[config.mk]
export PLATFORM = sky130hd
export DESIGN_NAME = gfm_cell
export DESIGN_NICKNAME = d
export VERILOG_FILES = /design/src/rtl/gaussian_fingerprint_matcher_macros.svh /design/src/rtl/gfm_pkg.sv /design/src/rtl/gfm_log.sv /design/src/rtl/gfm_cell.sv
export SDC_FILE = /design/constraint.sdc
export NUM_CORES = 2
export LEC_CHECK = 0
export BUFFER_PORTS_ARGS = -buffer_cell sky130_fd_sc_hd__buf_2
export CAP_MARGIN = 20
export CORE_UTILIZATION = 36
export DETAILED_ROUTE_END_ITERATION = 7
export PLACE_DENSITY_LB_ADDON = 0.3
export SYNTH_ARGS = -nofsm -noshare
export SYNTH_HDL_FRONTEND = slang
export SYNTH_SLANG_ARGS = --single-unit
[constraint.sdc]
create_clock -name clk -period 23.1 [get_ports clk]
set_input_delay 1.155 -clock clk [delete_from_list [all_inputs] [get_ports clk]]
set_output_delay 1.155 -clock clk [all_outputs]
set_load 0.02 [all_outputs]
[src/rtl/gaussian_fingerprint_matcher_macros.svh]
// Assertion macros for the fingerprint matcher.
`ifndef GAUSSIAN_FINGERPRINT_MATCHER_MACROS_SVH
`define GAUSSIAN_FINGERPRINT_MATCHER_MACROS_SVH

// property checked on every edge outside reset
`define GFM_ASSERT(name, prop, msg) \
  name: assert property (@(posedge clk) disable iff (rst) prop) else $error(msg);

// antecedent this cycle, consequent next cycle
`define GFM_ASSERT_NEXT(name, ante, cons, msg) \
  name: assert property (@(posedge clk) disable iff (rst) (ante) |=> (cons)) else $error(msg);

`endif

[src/rtl/gfm_pkg.sv]
// Shared constants and types of the fingerprint matcher.
package gfm_pkg;

  localparam int NUM_LOCATIONS     = 8;
  localparam int NUM_ACCESS_POINTS = 4;
  localparam int LOC_IDX_W = (NUM_LOCATIONS > 1) ? $clog2(NUM_LOCATIONS) : 1;
  localparam int AP_IDX_W  = (NUM_ACCESS_POINTS > 1) ? $clog2(NUM_ACCESS_POINTS) : 1;

  localparam int VAL_W     = 16;
  localparam int NUM_READINGS = 4;
  localparam int Q_W       = 49;
  localparam int DIV_STEPS = Q_W;
  localparam int DIV_CNT_W = $clog2(DIV_STEPS);
  localparam int LOG_STEPS = 16;
  localparam int LN_W      = 21;
  localparam int SUM_W     = 52;

  localparam logic [31:0] LN2_Q32   = 32'd2977044472;
  localparam int          LN256_Q16 = 363409;

  localparam logic signed [31:0] COST_MAX = 32'sh7FFF_FFFF;
  localparam logic signed [31:0] COST_MIN = 32'sh8000_0000;
  localparam logic signed [SUM_W-1:0] SUM_HI = SUM_W'(COST_MAX);
  localparam logic signed [SUM_W-1:0] SUM_LO = SUM_W'(COST_MIN);

  typedef struct packed {
    logic clr;
    logic load;
    logic dstep;
    logic lstep;
    logic fin;
    logic acc;
    logic scan;
  } gfm_ctl_t;

  typedef struct packed {
    logic signed [31:0]   cost;
    logic [LOC_IDX_W-1:0] loc;
    logic                 flag;
  } gfm_link_t;

endpackage

[src/rtl/gfm_log.sv]
// Iterative natural log of a Q8.8 spread, result in signed Q4.16 (21 bits).
module gfm_log (
  input  logic                          clk,
  input  gfm_pkg::gfm_ctl_t             ctl,
  input  logic [15:0]                   spread,
  output logic signed [gfm_pkg::LN_W-1:0] ln_q
);
  import gfm_pkg::*;

  logic [3:0]  p;
  logic [3:0]  pw;
  logic [30:0] m;
  logic [30:0] m_init;
  logic [15:0] frac;
  logic [61:0] sq;
  logic [31:0] t;
  logic [52:0] rnd;
  logic signed [LN_W-1:0] lnv_s;

  always_comb begin
    p = '0;
    for (int i = 0; i < 16; i++) begin
      if (spread[i]) p = 4'(i);
    end
  end

  assign m_init = 31'(32'(spread) << (5'd30 - {1'b0, p}));
  assign sq     = {31'b0, m} * {31'b0, m};
  assign t      = sq[61:30];
  assign rnd    = 53'({pw, frac}) * 53'(LN2_Q32) + 53'(64'h8000_0000);
  assign lnv_s  = LN_W'({1'b0, rnd[51:32]});

  always_ff @(posedge clk) begin
    if (ctl.load) begin
      m    <= m_init;
      frac <= '0;
      pw   <= p;
    end else if (ctl.lstep) begin
      m    <= t[31] ? t[31:1] : t[30:0];
      frac <= {frac[14:0], t[31]};
    end
    if (ctl.fin) begin
      ln_q <= lnv_s - LN_W'(LN256_Q16);
    end
  end

endmodule

[src/rtl/gfm_cell.sv]
// One location: calibration entries, cost term unit, accumulator and min stage.
module gfm_cell (
  input  logic                             clk,
  input  gfm_pkg::gfm_ctl_t                ctl,
  input  logic                             we,
  input  logic [gfm_pkg::AP_IDX_W-1:0]     ap,
  input  logic [15:0]                      wmean,
  input  logic [15:0]                      wspread,
  input  logic [15:0]                      reading,
  input  logic                             is_first,
  input  logic [gfm_pkg::LOC_IDX_W-1:0]    my_loc,
  input  gfm_pkg::gfm_link_t               link_in,
  output gfm_pkg::gfm_link_t               link_out
);
  import gfm_pkg::*;

  logic [15:0] mean_mem   [NUM_ACCESS_POINTS];
  logic [15:0] spread_mem [NUM_ACCESS_POINTS];

  logic [15:0] m_rd, s_rd, d;
  logic [31:0] d2, s2;
  logic [Q_W-1:0] num;
  logic [32:0] den;
  logic [32:0] rem;
  logic [33:0] rem_sh;
  logic [33:0] diff;
  logic        qbit;
  logic        zt;
  logic        zero;
  logic signed [SUM_W-1:0] sum;
  logic signed [31:0] own_cost;
  logic signed [LN_W-1:0] ln_q;
  logic        take;

  gfm_log u_log (
    .clk    (clk),
    .ctl    (ctl),
    .spread (s_rd),
    .ln_q   (ln_q)
  );

  assign m_rd   = mean_mem[ap];
  assign s_rd   = spread_mem[ap];
  assign d      = (reading >= m_rd) ? (reading - m_rd) : (m_rd - reading);
  assign d2     = 32'(d) * 32'(d);
  assign s2     = 32'(s_rd) * 32'(s_rd);
  assign rem_sh = {rem, num[Q_W-1]};
  assign diff   = rem_sh - {1'b0, den};
  assign qbit   = rem_sh >= {1'b0, den};

  always_comb begin
    if (zero || sum > SUM_HI) begin
      own_cost = COST_MAX;
    end else if (sum < SUM_LO) begin
      own_cost = COST_MIN;
    end else begin
      own_cost = sum[31:0];
    end
  end

  assign take = is_first || (own_cost < link_in.cost);

  always_ff @(posedge clk) begin
    if (we) begin
      mean_mem[ap]   <= wmean;
      spread_mem[ap] <= wspread;
    end
    if (ctl.load) begin
      num <= Q_W'({d2, 16'b0}) + Q_W'(s2);
      den <= {s2, 1'b0};
      rem <= '0;
      zt  <= (s_rd == '0);
    end else if (ctl.dstep) begin
      rem <= qbit ? diff[32:0] : rem_sh[32:0];
      num <= {num[Q_W-2:0], qbit};
    end
    if (ctl.clr) begin
      sum  <= '0;
      zero <= 1'b0;
    end else if (ctl.acc) begin
      if (zt) begin
        zero <= 1'b1;
      end else begin
        sum <= sum + $signed({{(SUM_W-LN_W){ln_q[LN_W-1]}}, ln_q})
                   + $signed(SUM_W'(num));
      end
    end
    if (ctl.scan) begin
      link_out.cost <= take ? own_cost : link_in.cost;
      link_out.loc  <= take ? my_loc : link_in.loc;
      link_out.flag <= link_in.flag | zero;
    end
  end

endmodule

# ---- After elaboration in Yosys (flattened, before gate mapping)
# Memory sizes are Yosys's and may differ from the RTL's.
# Cells that the tools add are included.
dict set report totals {
  register_bits 276
  latch_bits 0
  ram_bits 128
  romBits 0
  inputBits 99
  output_inout_bits 36
  word_cells 71
  memories 2
}
# memory depth width rd rd_clocked_by_memory_dff write_ports line
set memory_table {}
lappend memory_table {mean_mem 4 16 1 0 1 gfm_cell.sv:17} ;# logic [15:0] mean_mem [NUM_ACCESS_POINTS];
lappend memory_table {spread_mem 4 16 1 0 1 gfm_cell.sv:18} ;# logic [15:0] spread_mem [NUM_ACCESS_POINTS];
dict set report classes {
  addsub 9
  n_mul 4
  div 0
  magnitude_cmp 5
  n_eq_ne 0
  shifts 1
  mux 28
  bitwise 2
  reduce_logical 7
}
# cell n
set op_table {}
lappend op_table {{two-way mux 49 bit} 2}
lappend op_table {{two-way mux 32 bit} 3}
lappend op_table {{two-way mux 31 bit} 3}
lappend op_table {{multiplier 16 x 16 -> 32 bit} 2}
lappend op_table {{multiplier 31 x 31 -> 62 bit} 1}
lappend op_table {{adder 52 x 21 -> 52 bit} 1}
lappend op_table {{adder 52 x 32 -> 52 bit (second input constant)} 1}
lappend op_table {{adder 52 x 50 -> 52 bit} 1}
lappend op_table {{> comparator 52 x 32 -> 1 bit (second input constant)} 1}
lappend op_table {{< comparator 52 x 32 -> 1 bit (second input constant)} 1}
lappend op_table {{adder 48 x 32 -> 49 bit} 1}
lappend op_table {{multiplier 20 x 29 -> 49 bit (second input constant)} 1}
lappend op_table {{greater-or-equal comparator 34 x 33 -> 1 bit} 1}
lappend op_table {{two-way mux 33 bit} 1}
lappend op_table {{subtractor 33 bit} 1}
lappend op_table {{< comparator 32 bit} 1}
lappend op_table {{two-way mux 4 bit} 8}
lappend op_table {{subtractor 16 bit} 2}
lappend op_table {{<< shifter 16 x 5 -> 31 bit} 1}
lappend op_table {{subtractor 20 x 19 -> 21 bit (second input constant)} 1}
lappend op_table {{greater-or-equal comparator 16 bit} 1}
lappend op_table {{logical NOT 16 bit} 1}
lappend op_table {{two-way mux 16 bit} 1}
lappend op_table {{two-way mux 3 bit} 5}
lappend op_table {{other kinds (8)} 14}

# ---- Depth between registers and ports, before layout
# An unclocked memory read counts as a cell.
dict set report depth {
  depth_word 19
  depth_mapped 51
  depth_no_buf 44
}

# ---- By module
# A second synthesis with hierarchy kept.
dict set report unflattened {
  hier_cells 8083
  hier_area_um2 77012.6
}
# module n_inst cells_per_inst area_each_um2 seq_area_each_um2
set modules_own_cells {}
lappend modules_own_cells {gfm_log 1 4361 41352.2 2001.9}
lappend modules_own_cells {gfm_cell 1 3722 35660.5 9078.7}

# ---- Worst setup path after synthesis
# OpenSTA, ideal clock, no wires.
dict set report synth_timing {
  path_type {input port to flip-flop}
  start {input port ap[0] (netlist bit)}
  end {register num[42], data pin}
  setup_ns 0.270
  arrival_ns 12.334
  required_ns 22.830
  setup_slack_ns 10.495
  path_stages 46
  n_path_buf 6
  cell_sequence {buf_2 > buf_2 > buf_2 > buf_1 > mux4_2 > ha_1 > buf_2 > a21oi_1 > o31ai_1 > a311oi_1 > a31oi_1 > o41ai_4 > clkbuf_1 > mux2i_1 > xor2_1 > clkinv_1 > nand2_1 > inv_1 > [... 10 more ...] > fa_1 > inv_1 > ha_1 > a21oi_1 > nor3b_1 > o21ai_0 > and2_1 > a21o_1 > a21oi_1 > xnor2_1 > ha_1 > a21oi_1 > o21bai_1 > a41oi_1 > and4b_1 > and3_1 > xnor2_1 > a21oi_1}
}
dict set report synth_between {
  elab_chain_len 6
  word_cells_on_any_way 10
  classes_between {add/sub: 3; mul: 2; order compare: 1; mux: 2; memory: 2}
}
# element line
set synth_rtl {}
lappend synth_rtl {{from (decl)} gfm_cell.sv:6} ;# input logic [gfm_pkg::AP_IDX_W-1:0] ap,
lappend synth_rtl {{memory (4 x 16 bit)} n/a}
lappend synth_rtl {{subtractor 16 bit / greater-or-equal comparator 16 bit (equally long branches)} gfm_cell.sv:44} ;# assign d = (reading >= m_rd) ? (reading - m_rd) : (m_rd - reading);
lappend synth_rtl {{two-way mux 16 bit} gfm_cell.sv:44}
lappend synth_rtl {{multiplier 16 x 16 -> 32 bit} gfm_cell.sv:45} ;# assign d2 = 32'(d) * 32'(d);
lappend synth_rtl {{adder 48 x 32 -> 49 bit (*)} gfm_cell.sv:69} ;# num <= Q_W'({d2, 16'b0}) + Q_W'(s2);
lappend synth_rtl {{two-way mux 49 bit (*)} gfm_cell.sv:68} ;# if (ctl.load) begin
lappend synth_rtl {{to (signal assigned)} gfm_cell.sv:69}
lappend synth_rtl {{to (signal assigned)} gfm_cell.sv:75} ;# num <= {num[Q_W-2:0], qbit};
lappend synth_rtl {{to (decl)} gfm_cell.sv:22} ;# logic [Q_W-1:0] num;
# Every way passes the cells marked *; elsewhere a longest branch is shown, timed or not.
# A chain may end at the register's enable or synchronous reset.

# ---- Worst setup path in the final report
dict set report layout_timing {
  start {input port ap[0] (netlist bit)}
  end {register num[47], data pin}
}
# The elaborated chain is that of the path after synthesis.

==> reports/qor.yml <==
setup_path:
  rrSetupSlack_ns: 11.37
  crit_required_ns: 23.47
  critPathCapture: "num[47]"
  reg2reg_from: "mean_mem[3][0]"
  rr_worst_depth: 38
  crit_path_top_delay_cell: "ha_1"
  critPathKind: "in -> reg"
  critPathLaunch: "ap[0]"
  crit_path_frequent_cell: "fa_1"
  r2r-end: "num[47]"
  crit_family: "adder cells"
  critical_path.max_stage_delay_ns: 0.68
  cp.depth: 39
  worstPathArrival_ns: 12.93
  start_kind: "primary input"
  crit_path_end_kind: "register"
  path_max_fanout: 27
  path_buf_inv: 6
grt:
  grt_pass1_wl_mm: 322
  grt_max_degree: 74
  grt_overflow_total: 0
  track_usage: 0.193
  grt_pass1_vias: 58700
  antenna_found_initial: 16
die:
  placementRows: 167
  coreArea_sq_mm: 0.208
  initial_core_util: 0.363
  die-area_sq_mm: 0.211
  die_height_um: 460
  io_pins: 135
  die_x_um: 460
sta:
  fin_crit_ns: 12.56
  setup-tns-final_ns: 0
  finalCritPeriodShare: 0.544
  slew_headroom: 0.136
  timing_hold_violations_final: 0
  rsz0062_at_grt: "false"
  worst_clock_skew_ns: 0.0441
  slew_viol_final: 0
  fmax_mhz: 79.6
  finalSetupViolations: 0
  tightest_slew_ns: 1.28
synthesis:
  synth_edf_count: 301
  synth_common_cells: "1884 x inv_1, 1327 x fa_1, 849 x ha_1"
  synth_top_area_share: 0.352
  yosys.cell_count.top_type: "inv_1"
  syn-cell-area_sq_mm: 0.0754
  netlist_instances: 7918
  synthArstFlopShare: 0
  yosys_register_bits: 403
  synthDistinctLibCells: 101
  yosysTopAreaCell: "fa_1"
  synth_flop_cell: "edfxtp_1"
  syn_nets: 10200
  avgSynthCellArea_sq_um: 9.52
  synthTopCellsByArea: "fa_1 35%, ha_1 14%, edfxtp_1 12%"
  yosysSeqAreaShare: 0.147
  synth_warnings: 0
layout:
  area_growth_pct: 7.31
  drive_gt1_frac: 0.0577
  final_nets: 10200
clock_tree:
  clk_pin_slew_ns: 0.06
  ctsResizeCount: 0
  cts_made_buffers: 47
  cts_hold_buf: 0
  cts_buffer_depth: 3
  cts_tree: "yes"
  cts_root_buffer: "clkbuf_16"
  clock-sinks: 403
  insertion_delay_ns: 0.64
  cts.htree.levels: 2
  cts_setup_buffers: 0
flow_run:
  cap_violations: 0
outcome:
  status: "completed"
detailed_routing:
  vias_per_cell: 4.97
  post-route-drc-count: 0
  drtAntennaViolNets: 0
  wire_per_inst_um: 18.4
  totalWireLength_mm: 198
  drtPass1Iterations: 6
  drt_iter0_markers: 2977
  vias: 53500
placement:
  io_buffers: 134
  dp_hpwl_mm: 160
  place.gp.congestion: 0.906
worst_hold_path:
  worstHoldPathType: "reg -> reg"
  hold_path_startpoint: "sum[23]"
-- cell usage in the layout (no fill, tap or decap), types with 73 or more instances in the layout --
master	netlist	routed
inv_1	1884	1884
fa_1	1327	1327
ha_1	849	849
nand2_1	682	681
nor2_1	482	480
a21oi_1	336	335
edfxtp_1	301	301
and2_1	190	190
xnor2_1	184	184
o21ai_0	138	136
a21o_1	135	135
buf_2	22	133
dfxtp_1	102	102
mux2i_1	97	96
mux2_2	85	85
xor2_1	79	79
buf_4	0	73
-- worst reg2reg max path, delay by kind of cell (launching register included) --
| kind | cells | cell delay [ns] |
|---|---|---|
| flops | 1 | 0.36 |
| simple gates | 9 | 1.94 |
| compound gates | 11 | 2.61 |
| mux | 3 | 1.13 |
| buf+inv | 5 | 0.65 |
| fa+ha+maj | 8 | 4.17 |
| xor+xnor | 2 | 0.64 |
-- through the flow --
step                instance area (sq um)   util  setup WS, ns  hold WS (ns)  instances
floorplan                           75400      -         10.50         0.446       7918
global placement                    79300  0.382         10.08         0.478      10700
detailed placement                  79300  0.382          9.97         0.493      10700
CTS                                 80900  0.389         10.60         0.504      10800
global route                        80900  0.390          9.66         0.531      10800
finish                              80900  0.390         10.54         0.504      10800
-- registers in the layout (all words and copies together) (netlist names), 4 cells and up --
register    count
u_log.m        31
u_log.pw        4
num            49
mean_mem       64
u_log.frac     16
link_out       36
u_log.ln_q     21
spread_mem     64
sum            52
rem            33
den            31
-- cell families after synthesis --
kind of cell / count (synthesis) / share of synthesized area
buffers and inverters: 2136 / 0.107
multiplexers: 200 / 0.0308
AND/OR/NAND/NOR: 1739 / 0.105
XOR/XNOR: 268 / 0.0316
flip-flops: 403 / 0.147
adder cells (fa/ha/maj): 2177 / 0.493
AO/OA/AOI/OAI: 994 / 0.0851
other: 1 / 0.0000497
-- routing by layer --
metal / part of all wire / track usage / vias to the layer above
met4: 0.027 / 0.0497 / 18
met2: 0.51 / 0.352 / 1197
met1: 0.41 / 0.239 / 27000
met5: 0.00057 / 0 / -
met3: 0.045 / 0.0215 / 281
li1: - / - / 25000
-- cell type report --
type / count / area [sq um]
Timing Repair Buffer: 209 / 1260
Clock buffer: 52 / 1200
Sequential cell: 403 / 11100
Multi-Input combinational cell: 5379 / 56300
Tap cell: 2788 / 3490
Fill cell: 20700 / 127000
Clock inverter: 35 / 393
Inverter: 1900 / 7130
Antenna cell: 6 / 15.0
-- how the worst min path moves through the flow --
| stage | to | slack [ns] | depth (start not counted) |
|---|---|---|---|
| 2_1_floorplan | rem[32] | 0.45 | 2 |
| 3_3_place_gp | rem[0] | 0.48 | 2 |
| 3_5_place_dp | rem[32] | 0.49 | 2 |
| 4_1_cts | rem[19] | 0.50 | 2 |
| 5_1_grt | sum[3] | 0.53 | 2 |
| 6_report | sum[23] | 0.50 | 2 |
Power is not shown: default switching activity piles up to over one toggle a cycle in this logic, so the estimate is an artifact.
